===== config.mk =====
export PLATFORM = sky130hd
export DESIGN_NAME = infix_to_postfix_converter_core
export DESIGN_NICKNAME = d
export VERILOG_FILES = /design/src/rtl/itp_pkg.sv /design/src/rtl/itp_ram.sv /design/src/rtl/itp_ctrl.sv /design/src/rtl/infix_to_postfix_converter_core.sv
export SDC_FILE = /design/constraint.sdc
export NUM_CORES = 1
export LEC_CHECK = 0
export ABC_AREA = 1
export BUFFER_PORTS_ARGS = -buffer_cell sky130_fd_sc_hd__buf_2
export CAP_MARGIN = 10
export CORE_MARGIN = 8
export CORE_UTILIZATION = 55
export DETAILED_ROUTE_END_ITERATION = 16
export PLACE_DENSITY_LB_ADDON = 0.08
export SETUP_SLACK_MARGIN = 0.2
export SLEW_MARGIN = 10
export SYNTH_ARGS = -nofsm -noshare
export SYNTH_HDL_FRONTEND = slang
export SYNTH_SLANG_ARGS = --single-unit
export TNS_END_PERCENT = 30

===== constraint.sdc =====
create_clock -name clock -period 4.25 [get_ports clock]
set_clock_uncertainty 0.05 [all_clocks]
set_input_delay 0.2125 -clock clock [delete_from_list [all_inputs] [get_ports clock]]
set_output_delay 0.2125 -clock clock [all_outputs]
set_load 0.05 [all_outputs]

===== src/rtl/itp_pkg.sv =====
// ----------------------------------------------------------------------------
// itp_pkg: shared types and constants for the infix-to-postfix converter
// Character codes, operator ranking functions and the emit bundle passed
// from the sequencer to the output register.
// ----------------------------------------------------------------------------
package itp_pkg;

   // Character codes
   localparam logic [7:0] CHAR_NUL   = 8'h00;
   localparam logic [7:0] CHAR_SPACE = 8'h20;
   localparam logic [7:0] CHAR_PLUS  = 8'h2B;
   localparam logic [7:0] CHAR_MINUS = 8'h2D;
   localparam logic [7:0] CHAR_STAR  = 8'h2A;
   localparam logic [7:0] CHAR_SLASH = 8'h2F;
   localparam logic [7:0] CHAR_CARET = 8'h5E;

   typedef logic [2:0] rank_type;

   // One result transaction produced by the sequencer
   typedef struct packed {
      logic       valid;
      logic [7:0] char_out;
      logic       last;
      logic       overflow;
   } emit_type;

   function automatic logic is_operator(input logic [7:0] c);
      return (c == CHAR_PLUS) || (c == CHAR_MINUS) || (c == CHAR_STAR) ||
             (c == CHAR_SLASH) || (c == CHAR_CARET);
   endfunction

   // Precedence of an operator arriving at the input
   function automatic rank_type incoming_rank(input logic [7:0] c);
      rank_type r;
      if (c == CHAR_CARET)                           r = 3'd4;
      else if ((c == CHAR_STAR) || (c == CHAR_SLASH)) r = 3'd2;
      else                                            r = 3'd1;
      return r;
   endfunction

   // Precedence of an operator sitting on the stack (^ lower: right assoc)
   function automatic rank_type stacked_rank(input logic [7:0] c);
      rank_type r;
      if (c == CHAR_CARET)                           r = 3'd3;
      else if ((c == CHAR_STAR) || (c == CHAR_SLASH)) r = 3'd2;
      else                                            r = 3'd1;
      return r;
   endfunction

endpackage


===== src/rtl/itp_ram.sv =====
// ----------------------------------------------------------------------------
// itp_ram: generic single-write, single-read synchronous RAM
// Read data is registered and holds while rd_en is low.
// ----------------------------------------------------------------------------
module itp_ram #(
   parameter int WIDTH = 8,
   parameter int DEPTH = 16
) (
   input  logic                     clock,
   input  logic                     wr_en,
   input  logic [$clog2(DEPTH)-1:0] wr_addr,
   input  logic [WIDTH-1:0]         wr_data,
   input  logic                     rd_en,
   input  logic [$clog2(DEPTH)-1:0] rd_addr,
   output logic [WIDTH-1:0]         rd_data
);

   logic [WIDTH-1:0] mem [DEPTH];
   logic [WIDTH-1:0] rd_data_ff;

   // Write port
   always_ff @(posedge clock) begin
      if (wr_en) begin
         mem[wr_addr] <= wr_data;
      end
   end

   // Registered read port
   always_ff @(posedge clock) begin
      if (rd_en) begin
         rd_data_ff <= mem[rd_addr];
      end
   end

   assign rd_data = rd_data_ff;

endmodule


===== src/rtl/itp_ctrl.sv =====
// ----------------------------------------------------------------------------
// itp_ctrl: shunting-yard sequencer
// Accepts one character, reads the stack top from RAM, and emits one result
// per cycle while popping and the result slot is free, pushing the new operator at the end.
// ----------------------------------------------------------------------------
module itp_ctrl #(
   parameter int STACK_DEPTH = 16
) (
   input  logic                           clock,
   input  logic                           reset,
   input  logic                           req_valid,
   input  logic [7:0]                     req_char_in,
   output logic                           req_stall,
   input  logic                           out_free,
   output itp_pkg::emit_type              emit,
   output logic                           wr_en,
   output logic [$clog2(STACK_DEPTH)-1:0] wr_addr,
   output logic [7:0]                     wr_data,
   output logic                           rd_en,
   output logic [$clog2(STACK_DEPTH)-1:0] rd_addr,
   input  logic [7:0]                     rd_data
);

   localparam int CntW  = $clog2(STACK_DEPTH + 1);
   localparam int AddrW = $clog2(STACK_DEPTH);

   localparam logic [1:0] S_IDLE = 2'd0;
   localparam logic [1:0] S_LEAD = 2'd1;  // stack top valid on rd_data
   localparam logic [1:0] S_POP  = 2'd2;  // emit popped operator

   logic [1:0]      state_ff, state_in;
   logic [CntW-1:0] count_ff, count_in;
   logic [7:0]      cur_ff, cur_in;
   logic [7:0]      top_ff, top_in;
   logic            has_top;
   logic            full;
   logic            do_pop;

   assign has_top = (count_ff != '0);
   assign full    = (count_ff == CntW'(STACK_DEPTH));
   assign do_pop  = has_top && (itp_pkg::incoming_rank(cur_ff) <=
                                itp_pkg::stacked_rank(rd_data));

   // Sequencer next-state logic
   always_comb begin
      state_in  = state_ff;
      count_in  = count_ff;
      cur_in    = cur_ff;
      top_in    = top_ff;
      emit      = '0;
      wr_en     = 1'b0;
      wr_addr   = count_ff[AddrW-1:0];
      wr_data   = cur_ff;
      req_stall = !((state_ff == S_IDLE) && out_free);
      unique case (state_ff)
         S_IDLE: begin
            if (req_valid && !req_stall) begin
               cur_in = req_char_in;
               if ((req_char_in == itp_pkg::CHAR_NUL) ||
                   itp_pkg::is_operator(req_char_in)) begin
                  state_in = S_LEAD;
               end else begin
                  emit = '{valid: 1'b1, char_out: req_char_in, last: 1'b1,
                           overflow: 1'b0};
               end
            end
         end
         S_LEAD: begin
            if (out_free) begin
               if (cur_ff == itp_pkg::CHAR_NUL) begin
                  // End of expression: flush as space, operator pairs
                  if (has_top) begin
                     emit = '{valid: 1'b1, char_out: itp_pkg::CHAR_SPACE,
                              last: 1'b0, overflow: 1'b0};
                     top_in   = rd_data;
                     state_in = S_POP;
                  end else begin
                     emit = '{valid: 1'b1, char_out: itp_pkg::CHAR_NUL,
                              last: 1'b1, overflow: 1'b0};
                     state_in = S_IDLE;
                  end
               end else begin
                  // Operator: space, then pop while top ranks at least as high
                  emit = '{valid: 1'b1, char_out: itp_pkg::CHAR_SPACE,
                           last: !do_pop, overflow: !do_pop && full};
                  if (do_pop) begin
                     top_in   = rd_data;
                     state_in = S_POP;
                  end else begin
                     if (!full) begin
                        wr_en    = 1'b1;
                        count_in = count_ff + 1'b1;
                     end
                     state_in = S_IDLE;
                  end
               end
            end
         end
         S_POP: begin
            if (out_free) begin
               emit = '{valid: 1'b1, char_out: top_ff, last: 1'b0,
                        overflow: 1'b0};
               count_in = count_ff - 1'b1;
               state_in = S_LEAD;
            end
         end
         default: begin
            state_in = S_IDLE;
         end
      endcase
   end

   // Fetch the new top whenever the sequencer enters S_LEAD with a non-empty stack
   assign rd_en   = (state_in == S_LEAD) && (state_ff != S_LEAD) && (count_in != '0);
   assign rd_addr = count_in[AddrW-1:0] - 1'b1;

   // Control registers
   always_ff @(posedge clock) begin
      if (reset) begin
         state_ff <= S_IDLE;
         count_ff <= '0;
      end else begin
         state_ff <= state_in;
         count_ff <= count_in;
      end
   end

   // Working registers
   always_ff @(posedge clock) begin
      cur_ff <= cur_in;
      top_ff <= top_in;
   end

   a_count_range: assert property (@(posedge clock) disable iff (reset)
      count_ff <= CntW'(STACK_DEPTH))
      else $error("stack count exceeds depth");

   a_push_room: assert property (@(posedge clock) disable iff (reset)
      wr_en |-> (count_ff < CntW'(STACK_DEPTH)))
      else $error("push onto full stack");

   a_busy_stalls: assert property (@(posedge clock) disable iff (reset)
      (state_ff != S_IDLE) |-> req_stall)
      else $error("input accepted while busy");

   a_overflow_last: assert property (@(posedge clock) disable iff (reset)
      (emit.valid && emit.overflow) |-> emit.last)
      else $error("overflow flagged on non-final result");

   a_pop_needs_top: assert property (@(posedge clock) disable iff (reset)
      (state_ff == S_POP) |-> (count_ff != '0))
      else $error("pop from empty stack");

endmodule


===== src/rtl/infix_to_postfix_converter_core.sv =====
// ----------------------------------------------------------------------------
// infix_to_postfix_converter_core: streaming infix-to-postfix converter
// Operator stack in a synchronous RAM, sequencer and output register.
// ----------------------------------------------------------------------------
// Usage:
//   req_* carries one expression byte per transaction; a zero byte closes
//   the expression. rsp_* returns postfix bytes, one per transaction; rsp_last
//   marks the final result of each input byte and rsp_overflow flags an
//   operator dropped because the stack was full.
// Timing:
//   An operand byte's result appears the cycle after it is accepted.
//   An operator emits a space, then the popped operator and a space for each
//   pop; the end byte emits a space and an operator per stacked operator, then
//   the zero byte. Each pop emits two results, one per cycle while the result
//   slot is free; the registered RAM read of the next stack top overlaps the
//   cycle that emits the popped operator. One byte is worked on at a time.
// Reset: synchronous; the stack is emptied and no result is pending.
// Stall: rsp_stall holds the output register; the sequencer freezes and
//   req_stall stays high until the result slot frees up.
// ----------------------------------------------------------------------------
module infix_to_postfix_converter_core #(
   parameter int STACK_DEPTH = 16
) (
   input  logic       clock,
   input  logic       reset,
   input  logic       req_valid,
   output logic       req_stall,
   input  logic [7:0] req_char_in,
   output logic       rsp_valid,
   input  logic       rsp_stall,
   output logic [7:0] rsp_char_out,
   output logic       rsp_last,
   output logic       rsp_overflow
);

   localparam int AddrW = $clog2(STACK_DEPTH);

   itp_pkg::emit_type emit;
   logic              out_free;
   logic              wr_en;
   logic [AddrW-1:0]  wr_addr;
   logic [7:0]        wr_data;
   logic              rd_en;
   logic [AddrW-1:0]  rd_addr;
   logic [7:0]        rd_data;

   logic              rsp_valid_ff;
   logic [7:0]        rsp_char_ff;
   logic              rsp_last_ff;
   logic              rsp_overflow_ff;

   assign out_free = !rsp_valid_ff || !rsp_stall;

   itp_ctrl #(
      .STACK_DEPTH(STACK_DEPTH)
   ) u_ctrl (
      .clock      (clock),
      .reset      (reset),
      .req_valid  (req_valid),
      .req_char_in(req_char_in),
      .req_stall  (req_stall),
      .out_free   (out_free),
      .emit       (emit),
      .wr_en      (wr_en),
      .wr_addr    (wr_addr),
      .wr_data    (wr_data),
      .rd_en      (rd_en),
      .rd_addr    (rd_addr),
      .rd_data    (rd_data)
   );

   itp_ram #(
      .WIDTH(8),
      .DEPTH(STACK_DEPTH)
   ) u_stack (
      .clock  (clock),
      .wr_en  (wr_en),
      .wr_addr(wr_addr),
      .wr_data(wr_data),
      .rd_en  (rd_en),
      .rd_addr(rd_addr),
      .rd_data(rd_data)
   );

   // Output valid
   always_ff @(posedge clock) begin
      if (reset) begin
         rsp_valid_ff <= 1'b0;
      end else if (out_free) begin
         rsp_valid_ff <= emit.valid;
      end
   end

   // Output payload
   always_ff @(posedge clock) begin
      if (out_free && emit.valid) begin
         rsp_char_ff     <= emit.char_out;
         rsp_last_ff     <= emit.last;
         rsp_overflow_ff <= emit.overflow;
      end
   end

   assign rsp_valid    = rsp_valid_ff;
   assign rsp_char_out = rsp_char_ff;
   assign rsp_last     = rsp_last_ff;
   assign rsp_overflow = rsp_overflow_ff;

   a_no_emit_when_held: assert property (@(posedge clock) disable iff (reset)
      (rsp_valid && rsp_stall) |-> !emit.valid)
      else $error("result produced while output register held");

   a_accept_needs_slot: assert property (@(posedge clock) disable iff (reset)
      (req_valid && !req_stall) |-> out_free)
      else $error("input accepted without free result slot");

   a_no_write_read_same: assert property (@(posedge clock) disable iff (reset)
      (wr_en && rd_en) |-> (wr_addr != rd_addr))
      else $error("stack RAM read and write collide");

endmodule


After elaboration in Yosys (flattened, before gate mapping)
Memories as Yosys holds them, arrays and structs flattened. A register that Yosys moved wholly into a read port is not among the register bits.
Cells that the tools add are included.
Widths: inputs -> output; s select.

operators by class
  $add $sub $neg = 3
  magnitude comparators = 1
  eq/ne operators = 17
  mux-type cells = 35
  reduce and logical (&&, ||, !) cells = 27

operator list
  cell                 number
  $eq 8x6->1 const B   8
  $mux 11              4
  $mux 8               5
  $pmux 11 s3          1
  $mux 5               5
  $eq 8x7->1 const B   3
  $mux 2               9
  $logic_not 8->1      2
  $pmux 5 s2           1
  $reduce_bool 5->1    2
  $logic_or 1x1->1     8
  $logic_and 1x1->1    7
  $mux 1               7
  $mux 3               2
  $pmux 2 s3           1
  $add 5x1->5 const B  1
  $eq 5x5->1 const B   1
  $sub 5x1->5 const B  1
  $eq 2x1->1 const B   2
  $logic_not 1->1      4
  $ne 2x1->1 const B   2
  $reduce_and 4->1     1
  $sub 4x1->4 const B  1
  $le 3x3->1           1
  4 further kinds      4

storage, ports and cells
  bits in registers = 34
  memory bits (writable) = 128
  output and inout port bits = 12
  word-level logic and storage cells = 92
  memories = 1

memory list
  name         depth  bits a word  rd ports  clocked after memory_dff  wr ports  line           source
  u_stack.mem  16     8            1         1                         1         itp_ram.sv:18  logic [WIDTH-1:0] mem [DEPTH];

Logic depth before layout (Yosys ltp)
  depth after elaboration = 13
  gate-level depth with buffers = 27
  gate-level depth less buffers = 25

Hierarchy
From an unflattened synthesis, not the netlist that was laid out.

unflattened totals
  cell total of the unflattened synthesis = 822
  area, all modules = 7,977.7 µm²

modules (own cells, without submodules)
  module                           times used  cells an instance  area each (µm²)  seq. area each (µm²)
  itp_ram                          1           551                5,846.9          4,083.9
  itp_ctrl                         1           256                1,786.7          620.6
  infix_to_postfix_converter_core  1           15                 344.1            320.3

Worst setup path before layout
No wires, ideal clock.

  kind = flip-flop to flip-flop
  from = register u_ctrl.cur_ff[5], in the netlist u_ctrl.wr_data[5]
  to = register u_stack.rd_data_ff[1], in the netlist u_stack.rd_data[1], read port of u_stack.mem, data pin
  data arrival time = 3,082 ps
  data required time = 3,947 ps
  setup slack = 865 ps
  stages on the path, launching flop included = 25
  buffers on the path = 2
  period minus slack after synthesis = 3,385 ps
  cell sequence = edfxtp_1 inv_1 nor2_1 nand3_1 nor4_1 nand2b_1 ha_1 nand2_1 nand2_1 nand3_1 nand3_2 nand2_1 nand2_2 nand2_4 inv_2 ha_1 clkbuf_1 inv_1 buf_1 nand3_1 nand2_1 nand2_1 nand2_1 nand2_1 nand2_1

on the way
  longest elaborated chain between the ends = 13
  elaborated cells on any way between the ends = 22
  those cells by class = add/sub (1); order compare (1); eq/ne (4); mux (10); reduce/logical (6)

RTL lines
  item                                                                  line             source
  from (decl)                                                           itp_ctrl.sv:33   logic [7:0] cur_ff, cur_in;
  from (signal assigned)                                                itp_ctrl.sv:130  cur_ff <= cur_in;
  parallel branches: the longest is 13 deep, another holds $sub 4x1->4  n/a
  to (decl)                                                             itp_ram.sv:19    logic [WIDTH-1:0] rd_data_ff;

Several ways; the timed one is not identified.
A chain may end at the register's enable or synchronous reset.

Worst setup path in the final report
  from = register u_ctrl.cur_ff[4], in the netlist u_ctrl.wr_data[4]
  to = register u_stack.rd_data_ff[6], in the netlist u_stack.rd_data[6], read port of u_stack.mem, data pin

Same word-level chain as after synthesis.

==> impl_metrics.py <==
metrics = {
    "clocking": {
        "cts-root-buf": "clkbuf_16",
        "clk_latency_ns": 0.43,
        "clock_path_buffers": 2,
        "cts_max_level": 4,
        "cts_buffers": 17,
        "cts_tree": "built",
        "path_clk_slew_ns": 0.07,
        "cts.sinks": 170,
    },
    "die": {
        "io_pins": 24,
        "coreArea_um2": 14600,
        "core.rowCount": 44,
        "die_h_um": 139,
        "die_w_um": 139,
        "initial_core_util_pct": 56.6,
        "die_area_um2": 19200,
    },
    "power": {
        "power_frac_seq_pct": 30.4,
        "powerDensity_nw_per_um2": 843,
        "clock_power_share_pct": 21.3,
        "power.leakage_nw": 3.83,
        "combPwrFrac_pct": 48.2,
        "power.internal_w": 0.00440,
        "peakVddDrop_mv": 0.567,
        "power_w": 0.00782,
        "p_sw_w": 0.00342,
        "sw_frac_of_total_pct": 43.7,
    },
    "synthesis": {
        "synth_area_per_cell_um2": 9.96,
        "netlist_instances": 829,
        "synth_seq_area_share_pct": 60.8,
        "synth.mux.area_fraction_pct": 0,
        "synth_top_family_by_area": "simple AND/OR/NAND/NOR gates",
        "synthAdderAreaFrac_pct": 1.82,
        "synth_compound_area_share_pct": 2.17,
        "yosys.area_share.simple_pct": 26.8,
        "syn_area_um2": 8260,
        "synthXorXnorAreaFrac_pct": 0.500,
        "synth_flop_cell": "edfxtp_1",
        "ys_ff_latch": 170,
        "syn_nets": 853,
        "synth_enable_flop_cells": 162,
        "synth.distinct_cells": 33,
        "async_flop_share_pct": 0,
        "ys_warn_count": 0,
    },
    "min_path": {
        "hold_path_class": "in2reg",
    },
    "critical_path": {
        "end_kind": "flop",
        "worstPathRequired_ns": 4.38,
        "cp_max_fo": 16,
        "critPathSlowestCell": "ha_1",
        "crit_top_cell": "nand2_1",
        "worstPathCellList": "nor2_1 > nand3_1 > nor4_2 > nand2b_1 > ha_1 > nand2_1 > nand2_1 > nand3_2 > nand2_2 > nand2_1 > nand3_1 > nand2_1 > nand2_1 > ha_1 > clkinvlp_4 > buf_12 > nand3_1 > nand2_1 > nand2_1 > nand2_1 > nand2_1 > nand2_1",
        "criticalPathCategory": "reg2reg",
        "cpPeakStageDelay_ns": 0.50,
        "cp.arrival_ns": 3.94,
        "start_kind": "flop",
    },
    "finish": {
        "area_delta_synth_final_pct": 12.2,
        "finish.instance_area_um2": 9270,
        "drive_gt1_share_pct": 11.1,
        "nNetsFinal": 890,
    },
    "run": {
        "max-cap-violations": 0,
    },
    "detailed_routing": {
        "wl_per_cell_um": 18.7,
        "wl_mm": 19.9,
        "via_count": 5834,
        "via_per_inst": 5.49,
        "ant_nets": 0,
        "drc_errors": 0,
        "firstDrtPassIters": 6,
        "drtIter0Drc": 618,
    },
    "place": {
        "gp_congestion": 0.919,
        "dp_hpwl_mm": 12.6,
        "dpl_cell_area_um2": 8490,
        "place_ws_ns": -0.0180,
        "io_buffer_count": 23,
    },
    "timing": {
        "max_clock_freq_ghz": 0.262,
        "setup_viol": 0,
        "rsz0062_at_grt": "true",
        "finalMaxSlewViolations": 0,
        "fin_crit_sh_pct": 89.8,
        "finalSetupTns_ns": 0,
        "max_slew_margin_pct": 23.0,
        "worstMarginPinSlew_ns": 1.15,
        "fin_ws_ns": 0.435,
        "hold_violations": 0,
        "period_minus_slack_ns": 3.81,
    },
    "global_route": {
        "grt_pass1_vias": 5479,
        "grt_overflow": 0,
        "antenna_found_initial": 1,
        "track_usage_pct": 20.8,
        "grt_pass1_wl_mm": 30.8,
        "grt_max_degree": 66,
    },
    "run_status": {
        "run_status": "completed",
    },
}
per-stage QoR:
| step | std cells | hold WS (ns) | util, % |
|---|---|---|---|
| 2_1_floorplan | 829 | 0.261 | - |
| 3_3_place_gp | 1018 | 0.379 | 58.2 |
| 3_5_place_dp | 1018 | 0.383 | 58.2 |
| 4_1_cts | 1057 | 0.0143 | 63.2 |
| 5_1_grt | 1062 | 0.0362 | 63.5 |
| 6_report | 1062 | 0.0351 | 63.5 |
kinds of logic (layout without fill, tap and decap cells):
group | after synthesis | count (layout)
AND/OR/NAND/NOR | 466 | 466
flip-flops | 170 | 170
buffers and inverters | 148 | 196
AO/OA/AOI/OAI | 30 | 30
adder cells (fa/ha/maj) | 12 | 12
XOR/XNOR | 3 | 3
other | 0 | 1
layout make-up:
type                       instances  area (um^2)
clock inverter                    12          195
timing repair buffer              49          350
multi-input combinational        511         2590
antenna                            1         2.50
tap                              184          230
sequential                       170         5020
inverter                         116          439
clock buffer                      18          429
fill                            1172         5320
timing repair inverter             1         7.51
synthesized netlist by cell type, types with 5 or more instances:
cell | number | area, um^2
nand2_1 | 242 | 908
edfxtp_1 | 162 | 4860
inv_1 | 113 | 424
nand3_1 | 92 | 460
nand3b_1 | 57 | 428
nor2_1 | 44 | 165
a21oi_1 | 13 | 65.1
buf_2 | 12 | 60.1
ha_1 | 12 | 150
buf_6 | 11 | 124
dfxtp_1 | 8 | 160
o21ai_0 | 7 | 35.0
clkbuf_1 | 5 | 18.8
nand2_4 | 5 | 56.3
nand4_1 | 5 | 31.3
path summary, 6_finish.rpt:
path / startpoint / endpoint / slack (ns) / cells past startpoint
setup / recovery: u_ctrl.wr_data[4]$_DFFE_PP_ / u_stack.rd_data[6]$_DFFE_PP_ / 0.44 / 22
hold / removal: reset / u_ctrl.count_ff[0]$_SDFF_PP0_ / 0.04 / 2
setup reg to reg: u_ctrl.wr_data[4]$_DFFE_PP_ / u_stack.rd_data[6]$_DFFE_PP_ / 0.44 / 22
hold reg to reg: u_stack.rd_data[0]$_DFFE_PP_ / u_ctrl.top_ff[0]$_DFFE_PP_ / 0.42 / 0
power by group through the flow:
stage | sequential (W) | combinational (W) | clock [W]
2_1_floorplan | 0.00261 | 0.00246 | 0
3_3_place_gp | 0.00241 | 0.00356 | 0
3_5_place_dp | 0.00241 | 0.00357 | 0
4_1_cts | 0.00238 | 0.00364 | 0.00168
5_1_grt | 0.00240 | 0.00418 | 0.00174
6_report | 0.00238 | 0.00377 | 0.00167
state kept, by name, indices dropped and copies added, names as in the netlist:
register / count
rsp_overflow: 1
u_ctrl.wr_data: 8
rsp_valid: 1
u_ctrl.state_ff: 2
rsp_last: 1
u_ctrl.top_ff: 8
u_ctrl.count_ff: 5
u_stack.rd_data: 8
rsp_char_out: 8
u_stack.mem: 128
worst max-delay path: cells and delay by family (launching register included):
kind	cells	cell delay (ns)
DFF	1	0.39
adders and majority gates	2	0.74
and+or+nand+nor	18	2.02
buffers and inverters	2	0.36
layout by cell type, fill, tap and decap left out, types with 2 or more instances in the layout:
cell type / instances
inv_2: 3
dlygate4sd3_1: 8
nand3b_1: 57
clkbuf_16: 17
nor2_4: 4
o21ai_0: 7
bufinv_16: 5
o211ai_1: 2
dfxtp_1: 8
nand4_1: 5
nand3_1: 92
nand2_4: 5
a31oi_1: 3
nand3_2: 4
inv_1: 112
nor3_1: 3
edfxtp_1: 162
clkinvlp_4: 3
a21oi_2: 2
a21oi_1: 13
nor4_1: 2
nand2_2: 4
ha_1: 12
inv_6: 3
clkinv_1: 3
nand2_1: 242
buf_2: 23
nor2_1: 44
buf_4: 16
nor2_2: 2
routing by layer:
layer	up-vias	global-route usage (%)	wire, um	part of all wire, %
met3	38	2.95	1040	5.2
li1	2817	-	-	-
met5	-	0	0	0
met2	192	32.2	9180	46
met1	2787	29.0	9220	46
met4	0	8.01	468	2.4
what timing repair did:
action | CTS | global route
hold buffers | 8 | 0
setup buffers | 0 | 4
cloned | 1 | 0
gates resized for setup | 3 | 2
endpoints found under the setup margin | 8 | 8
endpoints found under the hold margin | 8 | 0
Power figures use the tool's default switching activity.
